===== src/rtl/urihr_pkg.sv =====
// Shared types, constants and helpers for the URI id hash router.
package urihr_pkg;

    // Field widths
    localparam int BYTE_W = 8;
    localparam int CNT_CFG_W = 7;
    localparam int IDX_W = 6;
    localparam int HASH_W = 32;
    localparam int STATUS_W = 2;

    // Largest usable backend count; larger writes saturate
    localparam int MAX_BACKENDS = 64;

    // Reflected CRC-32
    localparam logic [HASH_W-1:0] CRC_POLY = 32'hEDB8_8320;
    localparam logic [HASH_W-1:0] CRC_INIT = 32'hFFFF_FFFF;

    // Step counts of the shared unit
    localparam int CRC_STEPS = BYTE_W;
    localparam int DIV_STEPS = HASH_W;
    localparam int STEP_W = $clog2(DIV_STEPS);

    // Path prefix "/api/" and segment separator
    localparam int PREFIX_LEN = 5;
    localparam int POS_W = 3;
    localparam logic [BYTE_W-1:0] SEP_CHAR = 8'h2F;

    typedef enum logic [2:0] {
        ST_IDLE,
        ST_CRC,
        ST_EVAL,
        ST_DIV,
        ST_DONE
    } t_state;

    typedef enum logic [2:0] {
        PH_PREFIX,
        PH_OWNER,
        PH_APP,
        PH_ID,
        PH_FAILED
    } t_phase;

    typedef enum logic [STATUS_W-1:0] {
        STS_ROUTED     = 2'd0,
        STS_METHOD     = 2'd1,
        STS_BAD_REQ    = 2'd2,
        STS_NO_BACKEND = 2'd3
    } t_status;

    typedef enum logic {
        OP_CRC,
        OP_DIV
    } t_alu_op;

    // Control into the shared shift unit
    typedef struct packed {
        t_alu_op op;
        logic    data_bit;
    } t_alu_ctl;

    // One finished routing result
    typedef struct packed {
        t_status           status;
        logic [IDX_W-1:0]  index;
        logic [HASH_W-1:0] hash;
    } t_result;

    // Expected prefix character at a given position
    function automatic logic [BYTE_W-1:0] prefix_char(input logic [POS_W-1:0] pos);
        logic [BYTE_W-1:0] c;
        case (pos)
            3'd0:    c = 8'h2F; // '/'
            3'd1:    c = 8'h61; // 'a'
            3'd2:    c = 8'h70; // 'p'
            3'd3:    c = 8'h69; // 'i'
            3'd4:    c = 8'h2F; // '/'
            default: c = 8'h00;
        endcase
        return c;
    endfunction

endpackage


===== src/rtl/urihr_alu.sv =====
// Shared shift unit: one CRC-32 bit step or one restoring-division step.
module urihr_alu (
    input  urihr_pkg::t_alu_ctl                   i_ctl,
    input  logic [urihr_pkg::HASH_W-1:0]          i_acc,
    input  logic [urihr_pkg::CNT_CFG_W-1:0]       i_rem,
    input  logic [urihr_pkg::CNT_CFG_W-1:0]       i_div,
    output logic [urihr_pkg::HASH_W-1:0]          o_acc,
    output logic [urihr_pkg::CNT_CFG_W-1:0]       o_rem
);
    import urihr_pkg::*;

    logic                 w_fb;
    logic [CNT_CFG_W:0]   w_trial;
    logic [CNT_CFG_W:0]   w_diff;

    assign w_fb    = i_acc[0] ^ i_ctl.data_bit;
    assign w_trial = {i_rem, i_acc[HASH_W-1]};
    assign w_diff  = w_trial - {1'b0, i_div};

    // CRC: shift right, fold in the polynomial on feedback
    // DIV: bring down the next dividend bit, subtract if it fits
    always_comb begin
        case (i_ctl.op)
            OP_CRC: begin
                o_acc = {1'b0, i_acc[HASH_W-1:1]} ^ (w_fb ? CRC_POLY : '0);
                o_rem = i_rem;
            end
            OP_DIV: begin
                o_acc = {i_acc[HASH_W-2:0], 1'b0};
                if (w_trial >= {1'b0, i_div}) begin
                    o_rem = w_diff[CNT_CFG_W-1:0];
                end else begin
                    o_rem = w_trial[CNT_CFG_W-1:0];
                end
            end
            default: begin
                o_acc = i_acc;
                o_rem = i_rem;
            end
        endcase
    end

endmodule


===== src/rtl/urihr_ctrl.sv =====
// Path parser and sequencer driving the shared shift unit.
module urihr_ctrl (
    input  logic                                  i_clk,
    input  logic                                  i_rst_n,
    input  logic                                  i_req_valid,
    output logic                                  o_req_ready,
    input  logic [urihr_pkg::BYTE_W-1:0]          i_path_byte,
    input  logic                                  i_last_byte,
    input  logic                                  i_method_allowed,
    input  logic [urihr_pkg::CNT_CFG_W-1:0]       i_backend_count,
    input  logic                                  i_slot_free,
    output logic                                  o_res_load,
    output urihr_pkg::t_result                    o_res
);
    import urihr_pkg::*;

    t_state                 r_state, n_state;
    t_phase                 r_phase, n_phase;
    logic [POS_W-1:0]       r_pos, n_pos;
    logic [HASH_W-1:0]      r_acc, n_acc;
    logic                   r_id_seen, n_id_seen;
    logic [BYTE_W-1:0]      r_byte, n_byte;
    logic                   r_last, n_last;
    logic                   r_allowed, n_allowed;
    logic [STEP_W-1:0]      r_cnt, n_cnt;
    logic [CNT_CFG_W-1:0]   r_rem, n_rem;
    logic [HASH_W-1:0]      r_hash, n_hash;
    t_status                r_status, n_status;

    t_alu_ctl               w_alu_ctl;
    logic [HASH_W-1:0]      w_alu_acc;
    logic [CNT_CFG_W-1:0]   w_alu_rem;
    logic                   w_accept;
    t_status                w_eval_status;

    assign w_accept = i_req_valid && o_req_ready;

    // Shared unit
    urihr_alu u_alu (
        .i_ctl (w_alu_ctl),
        .i_acc (r_acc),
        .i_rem (r_rem),
        .i_div (i_backend_count),
        .o_acc (w_alu_acc),
        .o_rem (w_alu_rem)
    );

    // Final verdict, by priority
    always_comb begin
        if (!r_allowed) begin
            w_eval_status = STS_METHOD;
        end else if (r_phase != PH_ID || !r_id_seen) begin
            w_eval_status = STS_BAD_REQ;
        end else if (i_backend_count == '0) begin
            w_eval_status = STS_NO_BACKEND;
        end else begin
            w_eval_status = STS_ROUTED;
        end
    end

    // Next state
    always_comb begin
        n_state = r_state;
        case (r_state)
            ST_IDLE: begin
                if (w_accept) begin
                    if (r_phase == PH_ID) begin
                        n_state = ST_CRC;
                    end else if (i_last_byte) begin
                        n_state = ST_EVAL;
                    end
                end
            end
            ST_CRC: begin
                if (r_cnt == STEP_W'(CRC_STEPS - 1)) begin
                    n_state = r_last ? ST_EVAL : ST_IDLE;
                end
            end
            ST_EVAL: begin
                n_state = (w_eval_status == STS_ROUTED) ? ST_DIV : ST_DONE;
            end
            ST_DIV: begin
                if (r_cnt == STEP_W'(DIV_STEPS - 1)) begin
                    n_state = ST_DONE;
                end
            end
            ST_DONE: begin
                if (i_slot_free) begin
                    n_state = ST_IDLE;
                end
            end
            default: n_state = ST_IDLE;
        endcase
    end

    // Outputs
    always_comb begin
        o_req_ready        = (r_state == ST_IDLE);
        o_res_load         = (r_state == ST_DONE) && i_slot_free;
        w_alu_ctl.op       = (r_state == ST_DIV) ? OP_DIV : OP_CRC;
        w_alu_ctl.data_bit = r_byte[0];
        o_res.status       = r_status;
        o_res.index        = (r_status == STS_ROUTED) ? r_rem[IDX_W-1:0] : '0;
        o_res.hash         = r_hash;
    end

    // Datapath next values
    always_comb begin
        n_phase   = r_phase;
        n_pos     = r_pos;
        n_acc     = r_acc;
        n_id_seen = r_id_seen;
        n_byte    = r_byte;
        n_last    = r_last;
        n_allowed = r_allowed;
        n_cnt     = r_cnt;
        n_rem     = r_rem;
        n_hash    = r_hash;
        n_status  = r_status;
        case (r_state)
            ST_IDLE: begin
                if (w_accept) begin
                    n_byte    = i_path_byte;
                    n_last    = i_last_byte;
                    n_allowed = i_method_allowed;
                    n_cnt     = '0;
                    case (r_phase)
                        PH_PREFIX: begin
                            if (i_path_byte == prefix_char(r_pos)) begin
                                n_pos = r_pos + 1'b1;
                                if (r_pos == POS_W'(PREFIX_LEN - 1)) begin
                                    n_phase = PH_OWNER;
                                end
                            end else begin
                                n_phase = PH_FAILED;
                            end
                        end
                        PH_OWNER: begin
                            if (i_path_byte == SEP_CHAR) begin
                                n_phase = PH_APP;
                            end
                        end
                        PH_APP: begin
                            if (i_path_byte == SEP_CHAR) begin
                                n_phase = PH_ID;
                            end
                        end
                        PH_ID:   n_id_seen = 1'b1;
                        default: ;
                    endcase
                end
            end
            ST_CRC: begin
                n_acc  = w_alu_acc;
                n_byte = {1'b0, r_byte[BYTE_W-1:1]};
                n_cnt  = r_cnt + 1'b1;
            end
            ST_EVAL: begin
                n_status = w_eval_status;
                if (w_eval_status == STS_ROUTED || w_eval_status == STS_NO_BACKEND) begin
                    n_hash = ~r_acc;
                end else begin
                    n_hash = '0;
                end
                n_acc = ~r_acc;
                n_rem = '0;
                n_cnt = '0;
            end
            ST_DIV: begin
                n_acc = w_alu_acc;
                n_rem = w_alu_rem;
                n_cnt = r_cnt + 1'b1;
            end
            ST_DONE: begin
                // parser back to start for the next request
                if (i_slot_free) begin
                    n_phase   = PH_PREFIX;
                    n_pos     = '0;
                    n_acc     = CRC_INIT;
                    n_id_seen = 1'b0;
                end
            end
            default: ;
        endcase
    end

    // Control state
    always_ff @(posedge i_clk) begin
        if (!i_rst_n) begin
            r_state   <= ST_IDLE;
            r_phase   <= PH_PREFIX;
            r_pos     <= '0;
            r_acc     <= CRC_INIT;
            r_id_seen <= 1'b0;
        end else begin
            r_state   <= n_state;
            r_phase   <= n_phase;
            r_pos     <= n_pos;
            r_acc     <= n_acc;
            r_id_seen <= n_id_seen;
        end
    end

    // Payload
    always_ff @(posedge i_clk) begin
        r_byte    <= n_byte;
        r_last    <= n_last;
        r_allowed <= n_allowed;
        r_cnt     <= n_cnt;
        r_rem     <= n_rem;
        r_hash    <= n_hash;
        r_status  <= n_status;
    end

`ifndef ASSERT_OFF
    // A byte's CRC pass ends in the verdict or back at idle
    a_crc_exit: assert property (@(posedge i_clk) disable iff (!i_rst_n)
        (r_state == ST_CRC && r_cnt == STEP_W'(CRC_STEPS - 1))
            |=> (r_state == ST_EVAL || r_state == ST_IDLE))
        else $error("CRC pass did not finish after eight steps");

    // Remainder stays below the divisor throughout the division
    a_rem_bound: assert property (@(posedge i_clk) disable iff (!i_rst_n)
        (r_state == ST_DIV) |-> (r_rem < i_backend_count))
        else $error("division remainder out of range");

    // Parser is back at its start after a result leaves
    a_parser_clear: assert property (@(posedge i_clk) disable iff (!i_rst_n)
        o_res_load |=> (r_phase == PH_PREFIX && r_pos == '0
                        && r_acc == CRC_INIT && !r_id_seen))
        else $error("parser not cleared after result");

    // Rejected requests carry no hash
    a_reject_zero: assert property (@(posedge i_clk) disable iff (!i_rst_n)
        (o_res_load && (o_res.status == STS_METHOD || o_res.status == STS_BAD_REQ))
            |-> (o_res.hash == '0 && o_res.index == '0))
        else $error("rejected request with non-zero hash or index");
`endif

endmodule


===== src/rtl/uri_id_hash_router_core.sv =====
// Top level of the URI id hash router: config register, result register, sequencer.
//
//  channel   direction  handshake                   payload
//  request   in         i_req_valid / o_req_ready   i_path_byte, i_last_byte, i_method_allowed
//  response  out        o_rsp_valid / i_rsp_ready   o_route_status, o_backend_index, o_id_hash
//  config    in         i_cfg_we                    i_cfg_data (backend count)
//
// A prefix, owner or app-name byte is taken in the idle state; an id byte also runs
// eight bit steps of the shared CRC shift unit after it is accepted.
// The final byte adds the verdict and done states, plus 32 restoring-division steps on the same unit
// when the request is routed (backend index = hash modulo backend count).
// Reset is synchronous, active low; the parser then waits for the first byte.
// The finished result sits in the response register; the sequencer holds it back
// only while that register is still full and not being taken.
module uri_id_hash_router_core (
    input  logic                                  i_clk,
    input  logic                                  i_rst_n,
    input  logic                                  i_req_valid,
    output logic                                  o_req_ready,
    input  logic [urihr_pkg::BYTE_W-1:0]          i_path_byte,
    input  logic                                  i_last_byte,
    input  logic                                  i_method_allowed,
    output logic                                  o_rsp_valid,
    input  logic                                  i_rsp_ready,
    output logic [urihr_pkg::STATUS_W-1:0]        o_route_status,
    output logic [urihr_pkg::IDX_W-1:0]           o_backend_index,
    output logic [urihr_pkg::HASH_W-1:0]          o_id_hash,
    input  logic                                  i_cfg_we,
    input  logic [urihr_pkg::CNT_CFG_W-1:0]       i_cfg_data
);
    import urihr_pkg::*;

    logic [CNT_CFG_W-1:0]  r_backend_count;
    logic [CNT_CFG_W-1:0]  n_backend_count;
    logic                  r_rsp_valid;
    t_result               r_rsp;
    logic                  w_slot_free;
    logic                  w_res_load;
    t_result               w_res;

    // Backend count, saturated on write
    always_comb begin
        if (32'(i_cfg_data) > 32'(MAX_BACKENDS)) begin
            n_backend_count = CNT_CFG_W'(MAX_BACKENDS);
        end else begin
            n_backend_count = i_cfg_data;
        end
    end

    always_ff @(posedge i_clk) begin
        if (!i_rst_n) begin
            r_backend_count <= '0;
        end else if (i_cfg_we) begin
            r_backend_count <= n_backend_count;
        end
    end

    assign w_slot_free = !r_rsp_valid || i_rsp_ready;

    urihr_ctrl u_ctrl (
        .i_clk            (i_clk),
        .i_rst_n          (i_rst_n),
        .i_req_valid      (i_req_valid),
        .o_req_ready      (o_req_ready),
        .i_path_byte      (i_path_byte),
        .i_last_byte      (i_last_byte),
        .i_method_allowed (i_method_allowed),
        .i_backend_count  (r_backend_count),
        .i_slot_free      (w_slot_free),
        .o_res_load       (w_res_load),
        .o_res            (w_res)
    );

    // Response register
    always_ff @(posedge i_clk) begin
        if (!i_rst_n) begin
            r_rsp_valid <= 1'b0;
        end else if (w_res_load) begin
            r_rsp_valid <= 1'b1;
        end else if (i_rsp_ready) begin
            r_rsp_valid <= 1'b0;
        end
    end

    always_ff @(posedge i_clk) begin
        if (w_res_load) begin
            r_rsp <= w_res;
        end
    end

    assign o_rsp_valid     = r_rsp_valid;
    assign o_route_status  = r_rsp.status;
    assign o_backend_index = r_rsp.index;
    assign o_id_hash       = r_rsp.hash;

endmodule


===== config.mk =====
export PLATFORM = sky130hd
export DESIGN_NAME = uri_id_hash_router_core
export DESIGN_NICKNAME = d
export VERILOG_FILES = /design/src/rtl/urihr_pkg.sv /design/src/rtl/urihr_alu.sv /design/src/rtl/urihr_ctrl.sv /design/src/rtl/uri_id_hash_router_core.sv
export SDC_FILE = /design/constraint.sdc
export NUM_CORES = 1
export LEC_CHECK = 0
export BUFFER_PORTS_ARGS = -buffer_cell sky130_fd_sc_hd__clkbuf_2
export CAP_MARGIN = 0
export CORE_MARGIN = 4
export CORE_UTILIZATION = 35
export DETAILED_ROUTE_END_ITERATION = 16
export PLACE_DENSITY_LB_ADDON = 0.1
export SETUP_SLACK_MARGIN = 0.05
export SLEW_MARGIN = 20
export SYNTH_ARGS = -nofsm -noshare
export SYNTH_HDL_FRONTEND = slang
export SYNTH_HIERARCHICAL = 1
export SYNTH_SLANG_ARGS = --single-unit

===== constraint.sdc =====
create_clock -name i_clk -period 3.2 [get_ports i_clk]
set_input_delay 0.48 -clock i_clk [delete_from_list [all_inputs] [get_ports i_clk]]
set_output_delay 0.48 -clock i_clk [all_outputs]
set_load 0.02 [all_outputs]

==> flow_summary.ini <==
[grt]
grt-ovfl-total = 0
grt_pass1_wl_mm = 25.2
antenna_found_initial = 0
grtUsageTotal_pct = 14.0
grt_max_degree = 53
grt_pass1_vias = 4978

[routing]
wire_per_inst_microns = 14.8
first_iter_violations = 296
routed_wl_mm = 14.9
drt-pass1-iter-count = 4
vias = 5016
ant_nets = 0
route.detailed.drc = 0
drt-vias-per-instance = 4.97

[synth]
ys_async_sr_fraction_pct = 0
synthCells = 674
ys_seq_area_share_pct = 54.7
yosys_warnings = 6
ys.flop_type = edfxtp_1
syn_nets = 712
ys_ff_latch = 146
synth.cell_area_sq_um = 7100
ys_types = 61
synth_edf_count = 96
syn_avg_cell_area_sq_um = 10.5

[clock_tree]
clkLatencyLatePin_ns = 0.42
path_clk_slew_ns = 0.06
clockBufferDepth = 2
htreeDepth = 4
holdBufCountCts = 0
post_cts_resized = 0
postCtsSetupBuffers = 0
numClockSinks = 146
cts_buffers = 17
cts_tree = done
root_buffer = clkbuf_16

[layout]
seqCellArea_sq_um = 3880
multi_input_area_sq_um = 2950
layout_common_cells = edfxtp_1 (96), nor2_1 (88), nand2_1 (69), clkbuf_2 (63), dfxtp_1 (50)
design_area_sq_um = 8300
layout_commonest_cell = edfxtp_1
nNetsFinal = 769
diodes = 0
drive_gt1_share_pct = 21.6
syn_to_final_growth_pct = 16.8
n_fill_cell = 1867

[pwr]
power_density_nw_per_um2 = 814
p_leak_nw = 3.04
vdd_drop_max_mv = 0.392

[floorplanning]
fp.dieH_microns = 150
fp.dieArea_sq_um = 22600
initial_core_util_pct = 36.0
core_sq_um = 19700
rows = 51
fp.dieW_microns = 150
io_pins = 64

[outcome]
status = finished, final reports clean

[worst_setup_path]
crit_required_ns = 3.37
path_max_fanout = 10
crit_chain = inv_1 > ha_1 > inv_1 > fa_1 > a211oi_2 > o21ai_2 > a41oi_4 > mux2i_1 > mux2_4 > and3_1
crit_family = compound AO/OA/AOI/OAI gates
cp-start-kind = flop
crit_top_cell = inv_1
max_stage_delay_ns = 0.42
path_buf_inv = 2
crit_path_end_kind = flop
crit_slowest_cell = fa_1
worst_ep_arrival_time_ns = 2.94
critical_path_class = reg -> reg

[timing]
maxSlewHeadroom_pct = 50.1
fin_tns_setup_ns = 0
report.final.slew_viol_count = 0
period_share_pct = 86.4
rsz0062_at_grt = no
min_period_ns = 2.76
hold_viol_final = 0
tightest_slew_ns = 0.749
fin_skew_ns = 0.00972
setup_viol = 0
max_freq_ghz = 0.362

[job]
cap_violations = 0

[hold_path]
worstHoldPathType = in -> reg

[placed_design]
gp_congestion = 0.788
placed_cell_area_sq_um = 7700
dp_hpwl_mm = 10.0
portBuffers = 63
[flip-flops by register name, indices dropped and copies added (netlist names), 2 cells and up]
signal           cells
o_id_hash           32
u_ctrl/r_acc        32
u_ctrl/r_hash       32
u_ctrl/r_byte        8
r_backend_count      7
u_ctrl/r_rem         7
o_backend_index      6
u_ctrl/r_cnt         5
u_ctrl/r_phase       3
u_ctrl/r_pos         3
u_ctrl/r_state       3
o_route_status       2
u_ctrl/r_status      2
[worst reg2reg max path: cells and delay by family, from the launching register on]
family          cells  cell delay [ns]
compound gates      3             0.86
flops               1             0.36
mux                 2             0.41
fa+ha+maj           2             0.59
buf+inv             2             0.16
simple gates        1             0.16
[metal layers]
layer  routed length (microns)  vias up  track usage (%)
met5                         0        -                0
met4                       215        0             5.35
met2                      7060      100             23.2
li1                          -     2534                -
met3                       549       19             2.98
met1                      7110     2363             18.1
[final timing paths]
path	from	to	slack (ns)	cells after the start
worst min-delay path	i_method_allowed	u_ctrl/r_allowed$_DFFE_PP_	0.24	1
worst max register to register	u_ctrl/r_acc[31]$_SDFFE_PN1P_	u_ctrl/r_rem[0]$_SDFFCE_PN0P_	0.44	10
worst min register to register	u_ctrl/r_hash[26]$_SDFFCE_PN0N_	o_id_hash[26]$_DFFE_PP_	0.42	0
worst max-delay path	u_ctrl/r_acc[31]$_SDFFE_PN1P_	u_ctrl/r_rem[0]$_SDFFCE_PN0P_	0.44	10
[through the flow]
step                instances  power (W)  hold WS [ns]  setup WS [ns]  utilization [%]
floorplan                 674    0.00433         0.400          0.689                -
global placement          977    0.00473         0.403          0.537             39.1
detailed placement        977    0.00480         0.405          0.448             39.1
CTS                      1009    0.00683         0.217          0.438             42.1
global route             1009    0.00719         0.232          0.265             42.1
finish                   1009    0.00675         0.235          0.436             42.1
[power breakdown]
group	switching [W]	internal (W)	total [W]
clock	0.000779	0.00123	0.00200
combinational	0.00104	0.000799	0.00184
sequential	0.000378	0.00253	0.00291
total	0.00219	0.00456	0.00675
[cell type report]
cell class | instances | share of cell area [%]
multi-input cells | 466 | 35.6
flip-flops and latches | 146 | 46.8
clock inverters | 13 | 1.93
clock buffers | 19 | 5.22
well taps | 265 | 4.00
inverters | 22 | 0.995
repair buffers | 78 | 5.46
[cells in the mapped netlist, drive strengths merged, types with 15 or more instances]
| library cell | number | area share [%] |
|---|---|---|
| edfxtp | 96 | 41 |
| nor2 | 91 | 4.9 |
| nand2 | 69 | 3.6 |
| o21ai | 62 | 4.4 |
| dfxtp | 50 | 14 |
| mux2 | 27 | 4.3 |
| a21oi | 26 | 1.8 |
| buf | 23 | 2.0 |
| a211oi | 21 | 3.0 |
| inv | 21 | 1.1 |
| clkbuf | 17 | 0.90 |
| o22ai | 17 | 1.5 |
| xnor2 | 17 | 2.1 |
| ha | 15 | 2.6 |
[kinds of logic after synthesis]
family	share of synthesized area, %
AND/OR/NAND/NOR	16.1
AO/OA/AOI/OAI	14.0
flip-flops	54.7
buffers and inverters	4.02
multiplexers	5.46
XOR/XNOR	2.84
adder cells (fa/ha/maj)	2.93
No activity file was read; power rests on OpenSTA's default activity.
